File: src/rtl/core/sparse_poly_add_merge_defines.svh
// ---------------------------------------------------------------------------
// Assertion macros for the sparse polynomial adder.
// They are clocked by clk and quiet while rst is high, unless noted.
// ---------------------------------------------------------------------------
`ifndef SPARSE_POLY_ADD_MERGE_DEFINES_SVH
`define SPARSE_POLY_ADD_MERGE_DEFINES_SVH
`ifndef SYNTHESIS
// Checked only outside reset.
`define SPADD_ASSERT(lbl, prop, msg) \
  lbl: assert property (@(posedge clk) disable iff (rst) prop) else $error(msg);
// Checked at every edge, reset included.
`define SPADD_ASSERT_ALWAYS(lbl, prop, msg) \
  lbl: assert property (@(posedge clk) prop) else $error(msg);
`else
`define SPADD_ASSERT(lbl, prop, msg)
`define SPADD_ASSERT_ALWAYS(lbl, prop, msg)
`endif
`endif

File: src/rtl/core/spadd_pkg.sv
`timescale 1ns / 1ps
// ---------------------------------------------------------------------------
// spadd_pkg
// Item types and codes shared by the sparse polynomial adder.
// ---------------------------------------------------------------------------
package spadd_pkg;

  localparam int COEFF_W = 32;
  localparam int EXPO_W  = 10;
  localparam int TERM_W  = COEFF_W + EXPO_W;

  // Item kinds.
  localparam logic [1:0] KIND_FIRST  = 2'd0;
  localparam logic [1:0] KIND_SECOND = 2'd1;
  localparam logic [1:0] KIND_MERGE  = 2'd2;

  // Result status codes.
  localparam logic [1:0] ST_SUM   = 2'd0;
  localparam logic [1:0] ST_SHORT = 2'd1;
  localparam logic [1:0] ST_FULL  = 2'd2;

  typedef struct packed {
    logic [1:0]                kind;
    logic signed [COEFF_W-1:0] coeff;
    logic [EXPO_W-1:0]         expo;
  } req_t;

  typedef struct packed {
    logic [1:0]                status;
    logic signed [COEFF_W-1:0] sum_coeff;
    logic [EXPO_W-1:0]         sum_expo;
    logic                      last;
  } rsp_t;

endpackage

File: src/rtl/core/spadd_ram.sv
`timescale 1ns / 1ps
// ---------------------------------------------------------------------------
// spadd_ram
// Generic single-write, single-read RAM with a registered read port.
// ---------------------------------------------------------------------------
module spadd_ram #(
  parameter int WIDTH = 42,
  parameter int DEPTH = 16
) (
  input  logic                                         clk,
  input  logic                                         we,
  input  logic [((DEPTH > 1) ? $clog2(DEPTH) : 1)-1:0] waddr,
  input  logic [WIDTH-1:0]                             wdata,
  input  logic [((DEPTH > 1) ? $clog2(DEPTH) : 1)-1:0] raddr,
  output logic [WIDTH-1:0]                             rdata
);

  logic [WIDTH-1:0] mem [DEPTH];

  always_ff @(posedge clk) begin
    if (we) begin
      mem[waddr] <= wdata;
    end
    rdata <= mem[raddr];
  end

endmodule

File: src/rtl/core/sparse_poly_add_merge.sv
`timescale 1ns / 1ps
// ---------------------------------------------------------------------------
// sparse_poly_add_merge
// Adds two sparse polynomials by merging two exponent-sorted term lists.
// ---------------------------------------------------------------------------
// Terms are loaded one item at a time (kind 0 to the first list, kind 1 to
// the second), a load giving no result unless the list already holds
// MAX_TERMS terms, in which case the term is dropped and one full-status
// result comes back. A kind 2 item runs the merge: for every result term,
// state S_FETCH reads the heads of both lists from their term RAMs
// (registered read) and state S_EMIT compares, adds with saturation and
// loads the output register, waiting there while the output is stalled. A
// merge gives at most 2 * MAX_TERMS results, the last one marked, and then
// empties both lists; if either list is empty it gives one insufficient-
// status result instead. No new item is taken while a merge runs.
`include "sparse_poly_add_merge_defines.svh"

module sparse_poly_add_merge #(
  parameter int MAX_TERMS = 16
) (
  input  logic             clk,
  input  logic             rst,
  input  logic             req_valid,
  output logic             req_ready,
  input  spadd_pkg::req_t  req,
  output logic             rsp_valid,
  input  logic             rsp_ready,
  output spadd_pkg::rsp_t  rsp
);
  import spadd_pkg::*;

  localparam int AW = (MAX_TERMS > 1) ? $clog2(MAX_TERMS) : 1;
  localparam int CW = $clog2(MAX_TERMS + 1);
  localparam logic [CW-1:0] CNT_MAX = CW'(MAX_TERMS);
  localparam logic signed [COEFF_W-1:0] Q_MAX = {1'b0, {(COEFF_W-1){1'b1}}};
  localparam logic signed [COEFF_W-1:0] Q_MIN = {1'b1, {(COEFF_W-1){1'b0}}};

  typedef enum logic [2:0] {
    S_IDLE  = 3'b001,
    S_FETCH = 3'b010,
    S_EMIT  = 3'b100
  } state_t;

  state_t          state;
  logic [CW-1:0]   cnt_a, cnt_b;
  logic [CW-1:0]   idx_a, idx_b;
  logic [CW-1:0]   idx_a_next, idx_b_next;
  logic            req_fire, out_free;
  logic            rsp_load, merge_end;
  logic            wr_a, wr_b;
  logic [TERM_W-1:0] wdata;
  logic [TERM_W-1:0] rdata_a, rdata_b;

  logic signed [COEFF_W-1:0] pc, qc, sat, m_coeff;
  logic [EXPO_W-1:0]         pe, qe, m_expo;
  logic signed [COEFF_W:0]   sum_wide;
  logic has_a, has_b, take_a, take_b, done;

  assign out_free  = !rsp_valid || rsp_ready;
  assign req_ready = (state == S_IDLE) && out_free;
  assign req_fire  = req_valid && req_ready;

  assign wr_a  = req_fire && (req.kind == KIND_FIRST) && (cnt_a < CNT_MAX);
  assign wr_b  = req_fire && (req.kind == KIND_SECOND) && (cnt_b < CNT_MAX);
  assign wdata = {req.expo, req.coeff};

  spadd_ram #(.WIDTH(TERM_W), .DEPTH(MAX_TERMS)) u_ram_a (
    .clk   (clk),
    .we    (wr_a),
    .waddr (cnt_a[AW-1:0]),
    .wdata (wdata),
    .raddr (idx_a[AW-1:0]),
    .rdata (rdata_a)
  );

  spadd_ram #(.WIDTH(TERM_W), .DEPTH(MAX_TERMS)) u_ram_b (
    .clk   (clk),
    .we    (wr_b),
    .waddr (cnt_b[AW-1:0]),
    .wdata (wdata),
    .raddr (idx_b[AW-1:0]),
    .rdata (rdata_b)
  );

  assign pc = rdata_a[COEFF_W-1:0];
  assign pe = rdata_a[TERM_W-1:COEFF_W];
  assign qc = rdata_b[COEFF_W-1:0];
  assign qe = rdata_b[TERM_W-1:COEFF_W];

  // Head selection: equal exponents consume both heads, otherwise the
  // larger exponent passes; once one list runs out the other drains.
  always_comb begin
    has_a  = idx_a < cnt_a;
    has_b  = idx_b < cnt_b;
    take_a = 1'b0;
    take_b = 1'b0;
    if (has_a && has_b) begin
      if (pe == qe) begin
        take_a = 1'b1;
        take_b = 1'b1;
      end else if (pe > qe) begin
        take_a = 1'b1;
      end else begin
        take_b = 1'b1;
      end
    end else if (has_a) begin
      take_a = 1'b1;
    end else begin
      take_b = 1'b1;
    end
  end

  assign sum_wide = {pc[COEFF_W-1], pc} + {qc[COEFF_W-1], qc};

  always_comb begin
    if (sum_wide[COEFF_W] != sum_wide[COEFF_W-1]) begin
      sat = sum_wide[COEFF_W] ? Q_MIN : Q_MAX;
    end else begin
      sat = sum_wide[COEFF_W-1:0];
    end
  end

  assign m_coeff    = (take_a && take_b) ? sat : (take_a ? pc : qc);
  assign m_expo     = take_a ? pe : qe;
  assign idx_a_next = idx_a + CW'(take_a);
  assign idx_b_next = idx_b + CW'(take_b);
  assign done       = (idx_a_next == cnt_a) && (idx_b_next == cnt_b);
  assign merge_end  = (state == S_EMIT) && out_free && done;

  // The output register is loaded by a merge term, a full load or a merge
  // with an empty list.
  always_comb begin
    rsp_load = 1'b0;
    if (state == S_EMIT) begin
      rsp_load = out_free;
    end else if (req_fire) begin
      if (req.kind inside {KIND_FIRST, KIND_SECOND}) begin
        rsp_load = !wr_a && !wr_b;
      end else if (req.kind == KIND_MERGE) begin
        rsp_load = (cnt_a == '0) || (cnt_b == '0);
      end
    end
  end

  always_ff @(posedge clk) begin
    if (rst) begin
      state     <= S_IDLE;
      cnt_a     <= '0;
      cnt_b     <= '0;
      idx_a     <= '0;
      idx_b     <= '0;
      rsp_valid <= 1'b0;
    end else begin
      rsp_valid <= rsp_load || (rsp_valid && !rsp_ready);
      case (state)
        S_IDLE: begin
          if (req_fire) begin
            case (req.kind)
              KIND_FIRST, KIND_SECOND: begin
                if (wr_a) begin
                  cnt_a <= cnt_a + CW'(1);
                end else if (wr_b) begin
                  cnt_b <= cnt_b + CW'(1);
                end else begin
                  rsp <= '{status: ST_FULL, sum_coeff: '0, sum_expo: '0, last: 1'b1};
                end
              end
              KIND_MERGE: begin
                if (cnt_a == '0 || cnt_b == '0) begin
                  rsp <= '{status: ST_SHORT, sum_coeff: '0, sum_expo: '0, last: 1'b1};
                end else begin
                  idx_a <= '0;
                  idx_b <= '0;
                  state <= S_FETCH;
                end
              end
              default: begin
              end
            endcase
          end
        end
        S_FETCH: begin
          state <= S_EMIT;
        end
        S_EMIT: begin
          if (out_free) begin
            rsp <= '{status: ST_SUM, sum_coeff: m_coeff, sum_expo: m_expo, last: done};
            if (done) begin
              idx_a <= '0;
              idx_b <= '0;
              cnt_a <= '0;
              cnt_b <= '0;
              state <= S_IDLE;
            end else begin
              idx_a <= idx_a_next;
              idx_b <= idx_b_next;
              state <= S_FETCH;
            end
          end
        end
        default: begin
          state <= S_IDLE;
        end
      endcase
    end
  end

  `SPADD_ASSERT_ALWAYS(a_reset_idle, rst |=> (state == S_IDLE) && !rsp_valid, "reset left block busy")
  `SPADD_ASSERT(a_cnt_bound, (cnt_a <= CNT_MAX) && (cnt_b <= CNT_MAX), "list count past capacity")
  `SPADD_ASSERT(a_idx_bound, (idx_a <= cnt_a) && (idx_b <= cnt_b), "merge index past list end")
  `SPADD_ASSERT(a_emit_has_term, (state == S_EMIT) |-> (has_a || has_b), "emit with no term left")
  `SPADD_ASSERT(a_merge_end, merge_end |=> (cnt_a == '0) && (cnt_b == '0) && rsp.last, "lists kept")

endmodule
File: config.mk
export PLATFORM = sky130hd
export DESIGN_NAME = sparse_poly_add_merge
export DESIGN_NICKNAME = d
export VERILOG_FILES = /design/src/rtl/core/spadd_pkg.sv /design/src/rtl/core/spadd_ram.sv /design/src/rtl/core/sparse_poly_add_merge.sv
export VERILOG_INCLUDE_DIRS = /design/src /design/src/rtl/core
export SDC_FILE = /design/constraint.sdc
export NUM_CORES = 1
export LEC_CHECK = 0
export BUFFER_PORTS_ARGS = -buffer_cell sky130_fd_sc_hd__buf_2
export CORE_MARGIN = 2
export CORE_UTILIZATION = 55
export CTS_CLUSTER_SIZE = 25
export DETAILED_ROUTE_END_ITERATION = 8
export PLACE_DENSITY = 0.71
export SYNTH_ARGS = -nofsm -noshare
export SYNTH_HDL_FRONTEND = slang
export SYNTH_SLANG_ARGS = --single-unit
File: constraint.sdc
create_clock -name clk -period 17.65 [get_ports clk]
set_input_delay 2.6475 -clock clk [delete_from_list [all_inputs] [get_ports clk]]
set_output_delay 2.6475 -clock clk [all_outputs]
set_load 0.01 [all_outputs]
### Word level (Yosys, flattened, before mapping)

Memories as Yosys holds them, arrays and structs flattened. A register that Yosys moved wholly into a read port is not among the register bits.
Cells that the tools add are included.

| storage, ports and cells | value |
|---|---|
| memory bits (read-only) | 0 |
| flip-flop bits (word level) | 69 |
| latch bits | 0 |
| output and inout port bits | 47 |
| RAM bits | 1344 |
| memories | 2 |
| word-level logic and storage cells | 128 |
| bits of input ports | 48 |

Memory list:

| name | words | width | rd ports | clocked after memory_dff | wr ports | line | source |
|---|---|---|---|---|---|---|---|
| u_ram_a.mem | 16 | 42 | 1 | 1 | 1 | spadd_ram.sv:18 | `logic [WIDTH-1:0] mem [DEPTH];` |
| u_ram_b.mem | 16 | 42 | 1 | 1 | 1 | spadd_ram.sv:18 |  |

| cells by class | value |
|---|---|
| multiplexer cells | 54 |
| magnitude comparators | 5 |
| equal/unequal tests | 22 |
| $mul | 0 |
| reduce and logical (&&, ||, !) cells | 29 |
| divide/modulo/power cells | 0 |
| shift operators | 0 |
| $add $sub $neg | 5 |
| bitwise operators | 1 |

Operators by type and width:

| operator | count |
|---|---|
| $mux 45 | 5 |
| $pmux 45 s2 | 2 |
| $mux 32 | 4 |
| $mux 5 | 16 |
| $pmux 5 s2 | 4 |
| $add 32x32->33 | 1 |
| $mux 1 | 16 |
| $ne 2x2->1 const B | 7 |
| $mux 3 | 4 |
| $logic_and 1x1->1 | 11 |
| $add 5x1->5 | 2 |
| $add 5x1->5 const B | 2 |
| $eq 10x10->1 | 1 |
| $eq 5x5->1 | 2 |
| $gt 10x10->1 | 1 |
| $logic_not 5->1 | 2 |
| $lt 5x5->1 | 2 |
| $lt 5x5->1 const B | 2 |
| $mux 10 | 1 |
| $pmux 3 s3 | 1 |
| $reduce_and 8->1 | 1 |
| $reduce_and 7->1 | 1 |
| $ne 3x3->1 const B | 2 |
| $reduce_and 6->1 | 1 |
| 18 further kinds | 25 |

### Longest topological paths before layout

| logic depth | value |
|---|---|
| depth in word-level cells | 12 |
| gate-level depth with buffers | 21 |
| mapped depth without buffers | 20 |

### By module

From an unflattened synthesis, not the netlist that was laid out.

| second synthesis, totals | value |
|---|---|
| cells, all modules | 2918 |
| area, all modules | 58392.3 um2 |

By module, submodules not included:

| module | instances | cells an instance | area each (um2) | sequential area each (um2) |
|---|---|---|---|---|
| spadd_ram | 2 | 1092 | 26058.7 | 21020.2 |
| sparse_poly_add_merge | 1 | 734 | 6274.8 | 1831.8 |

### Worst setup path before layout

OpenSTA, ideal clock, no wires.

| timing path | value |
|---|---|
| path kind | input to register |
| start | input port rsp_ready |
| end | register rsp[0] (netlist name) (enable) |
| cell stages on the path | 3 |
| path buffers | 0 |
| path slack | 9.820 ns |
| data required time | 17.091 ns |
| data arrival time | 7.270 ns |
| setup time | 0.559 ns |
| cells stage by stage | nor2b_1 > nor4_1 > nor4_1 |

| between the ends | value |
|---|---|
| word-level cells in the longest chain between the ends | 7 |
| elaborated cells on any way between the ends | 12 |
| those cells by class | eq/ne (4); reduce/logical (8) |

RTL lines:

| what | line | source |
|---|---|---|
| from (decl) | sparse_poly_add_merge.sv:27 | `input logic rsp_ready,` |
| $logic_or 1x1->1 (*) | sparse_poly_add_merge.sv:59 | `assign out_free = !rsp_valid \|\| rsp_ready;` |
| $logic_and 1x1->1 | sparse_poly_add_merge.sv:60 | `assign req_ready = (state == S_IDLE) && out_free;` |
| $logic_and 1x1->1 | sparse_poly_add_merge.sv:61 | `assign req_fire = req_valid && req_ready;` |
| $logic_and 1x1->1, on equally long branches (2 in series) | sparse_poly_add_merge.sv:64, sparse_poly_add_merge.sv:63 |  |
| $ne 3x3->1 (no line) | - |  |
| $reduce_and 8->1 (no line) (*) | - |  |
| to (signal assigned) | sparse_poly_add_merge.sv:165 | `rsp <= '{status: ST_FULL, sum_coeff: '0, sum_expo: '0, last: 1'b1};` |
| to (signal assigned) | sparse_poly_add_merge.sv:170 | `rsp <= '{status: ST_SHORT, sum_coeff: '0, sum_expo: '0, last: 1'b1};` |
| to (signal assigned) | sparse_poly_add_merge.sv:187 | `rsp <= '{status: ST_SUM, sum_coeff: m_coeff, sum_expo: m_expo, last: done};` |
| to (decl) | sparse_poly_add_merge.sv:28 | `output spadd_pkg::rsp_t rsp` |

Mark *: on every way between the ends. The rest lies on a longest branch, timed or not.
A chain may end at the register's enable or synchronous reset.

### Worst setup path after layout

| timing path | value |
|---|---|
| start | input port rsp_ready |
| end | output port req_ready |

| between the ends | value |
|---|---|
| word-level cells in the longest chain between the ends | 2 |

RTL lines:

| what | line | source |
|---|---|---|
| $logic_or 1x1->1 | sparse_poly_add_merge.sv:59 |  |
| $logic_and 1x1->1 | sparse_poly_add_merge.sv:60 |  |
| to (decl) | sparse_poly_add_merge.sv:24 | `output logic req_ready,` |

No other way between the ends.

==> metrics.cfg <==
[synth]
ys_ff_latch = 1497
synthesis.nets = 2834
ys_warn_count = 0
ys.flop_type = edfxtp_1
async_flop_share_pct = 0
syn_inst = 2723
syn-cell-area_um2 = 58400
ys_types = 70
postSynthAreaPerCell_um2 = 21.4
synth_sequential_area_ratio_pct = 75.2
synth-edff-count = 1389

[drt]
vias_per_cell = 6.38
wl_mm = 129
vias = 28000
dr.pass1.iters = 6
wl_per_cell_um = 29.5
postRouteAntennaNets = 0
drtIter0Drc = 3141
drc = 0

[timing]
rsz0062_at_grt = false
skew_ns = 0.0227
post-route-period-util_pct = 34.5
fmax_mhz = 164
hold_ws_ns = 0.546
slew_headroom_pct = 11.4
setup_viol = 0
final_max_slew_viol_count = 0
tns_ns = 0
finalCriticalPeriod_ns = 6.09
hold_viol = 0
tightest_slew_ns = 1.32

[clock_network]
worstSkewPairLatency_ns = 0.76
htreeDepth = 4
post_cts_buffers = 0
post_cts_resized = 0
cts.sinks = 1497
clk_pin_slew_ns = 0.06
postCtsHoldBufs = 0
numCtsBuffers = 148
clockBufferDepth = 3
tritoncts = built
cts_root_buffer = clkbuf_16

[place]
io_buffers = 94
dp_hpwl_mm = 72.6
place_congestion = 0.877

[floorplan]
core-area_um2 = 105000
dieArea_um2 = 109000
die_w_um = 330
rows = 119
die_h_um = 330
ioPinCount = 95
initial_core_util_pct = 55.4

[critical_path]
cpMaxStageDelayCell = nor2b_1
critPathTopFamily = simple AND/OR/NAND/NOR gates
crit_arrival_ns = 3.44
cp_slowest_stage_delay_ns = 0.42
crit_buf_inv = 2
crit_chain = buf_2 -> nor2b_1 -> nor2_1 -> buf_2
required_ns = 15.00
critical_path.most_common_cell = buf_2
cp_max_fo = 5
cp-start-kind = primary input
endpoint_kind = output port
critPathKind = in2out

[pwr]
p_int_mw = 5.85
p_sw_mw = 1.58
power_leakage_nw = 20.2
vdd_drop_max_v = 0.000100
p_sw_share_pct = 21.3
p_seq_share_pct = 53.4
powerDensity_nw_per_um2 = 114
power.total_mw = 7.43
combPwrFrac_pct = 5.4
clkPwrFrac_pct = 41.3

[global_routing]
grt_max_degree = 68
gr-total-overflow = 0
grt_pass1_vias = 28500
grt_pass1_wl_mm = 190
grt_antenna_before_repair = 6
grt.total_usage_pct = 24.3

[finish]
multiInputGateArea_um2 = 14000
post-route-util_pct = 62.0
area_growth_pct = 11.8
nets = 2979
layout_common_cells = edfxtp_1, mux4_2, clkbuf_16
regArea_um2 = 43900
final_common_cell = edfxtp_1
layout-drive-gt1-share_pct = 28.8
fillers = 6995

[run]
drv_cap = 0

[hold_path]
hold_path.class = reg2reg

[status]
outcome = completed

worst min-delay path, cell delays in order (launching register included):
cell     delay, ns
dfxtp_1       0.35
nand4_1       0.09
a21oi_1       0.06
kinds of logic after synthesis:
| logic type | synth area share [%] |
|---|---|
| AOI/OAI and AO/OA | 2.41 |
| DFF | 75.2 |
| muxes | 17.0 |
| buffers and inverters | 1.18 |
| and+or+nand+nor | 2.19 |
| adders and majority gates | 1.38 |
| xor gates and xnor gates | 0.675 |
synth_stat cells, types with 11 or more instances:
| library cell | n | area, um2 |
|---|---|---|
| o21ai_0 | 59 | 295 |
| xnor2_1 | 27 | 236 |
| and2_1 | 19 | 119 |
| edfxtp_1 | 1389 | 41700 |
| buf_1 | 37 | 139 |
| nand2_1 | 55 | 206 |
| clkbuf_1 | 75 | 282 |
| a21oi_1 | 80 | 400 |
| nand2_2 | 20 | 125 |
| inv_1 | 33 | 124 |
| nor3_1 | 16 | 80.1 |
| nand3_1 | 22 | 110 |
| buf_2 | 18 | 90.1 |
| nand2b_1 | 11 | 68.8 |
| dfxtp_1 | 108 | 2160 |
| mux2_2 | 31 | 349 |
| mux4_2 | 420 | 9460 |
| mux2i_1 | 11 | 110 |
| ha_1 | 62 | 776 |
| nand4_1 | 12 | 75.1 |
| nor2_1 | 74 | 278 |
| xor2_1 | 18 | 158 |
flip-flops by register name, summed over array words and instances, names as in the netlist:
register and flops:
u_ram_b.mem 672, cnt_b 5, u_ram_b.rdata 42, idx_a 5, state 3, idx_b 5
cnt_a 5, rsp 45, u_ram_a.mem 672, rsp_valid 1, u_ram_a.rdata 42
final timing paths:
check                                 end       from  cells past startpoint  slack [ns]
worst max-delay path            req_ready  rsp_ready                      4       11.56
worst max register to register   cnt_b[2]   idx_a[2]                     15       11.98
worst min-delay path             cnt_b[4]   cnt_b[2]                      2        0.55
worst min register to register   cnt_b[4]   cnt_b[2]                      2        0.55
per-layer routing:
| metal | global-route usage (%) | up-vias | wire length (um) | share of wire [%] |
|---|---|---|---|---|
| met2 | 38.6 | 1194 | 63300 | 49 |
| li1 | - | 11700 | - | - |
| met5 | 0 | - | 13 | 0.010 |
| met3 | 4.05 | 214 | 9360 | 7.2 |
| met4 | 6.08 | 2 | 2360 | 1.8 |
| met1 | 35.7 | 14900 | 54100 | 42 |
power by group through the flow:
stage / clock (mW) / sequential (mW) / combinational, mW
after detailed placement: 0 / 4.04 / 0.392
final: 3.07 / 3.96 / 0.398
after global routing: 3.25 / 3.97 / 0.430
after global placement: 0 / 4.03 / 0.380
after CTS: 3.11 / 3.96 / 0.395
after floorplan: 0 / 4.04 / 0.233
stage by stage:
stage	area [um2]	std cells	setup WS, ns
3_5_place_dp	60500	4109	11.61
2_1_floorplan	58400	2723	9.82
6_report	65200	4385	11.56
5_1_grt	65200	4382	11.57
3_3_place_gp	60500	4109	11.64
4_1_cts	65200	4382	11.60
layout make-up:
cell class              count  area share (%)
flip-flops and latches   1497            67.3
multi-input cells        1058            21.5
clock buffers             206            6.28
well taps                1391            2.67
repair buffers            129            1.12
clock inverters            67           0.982
inverters                  34           0.196
diodes                      3          0.0115
Power figures use the tool's default switching activity.
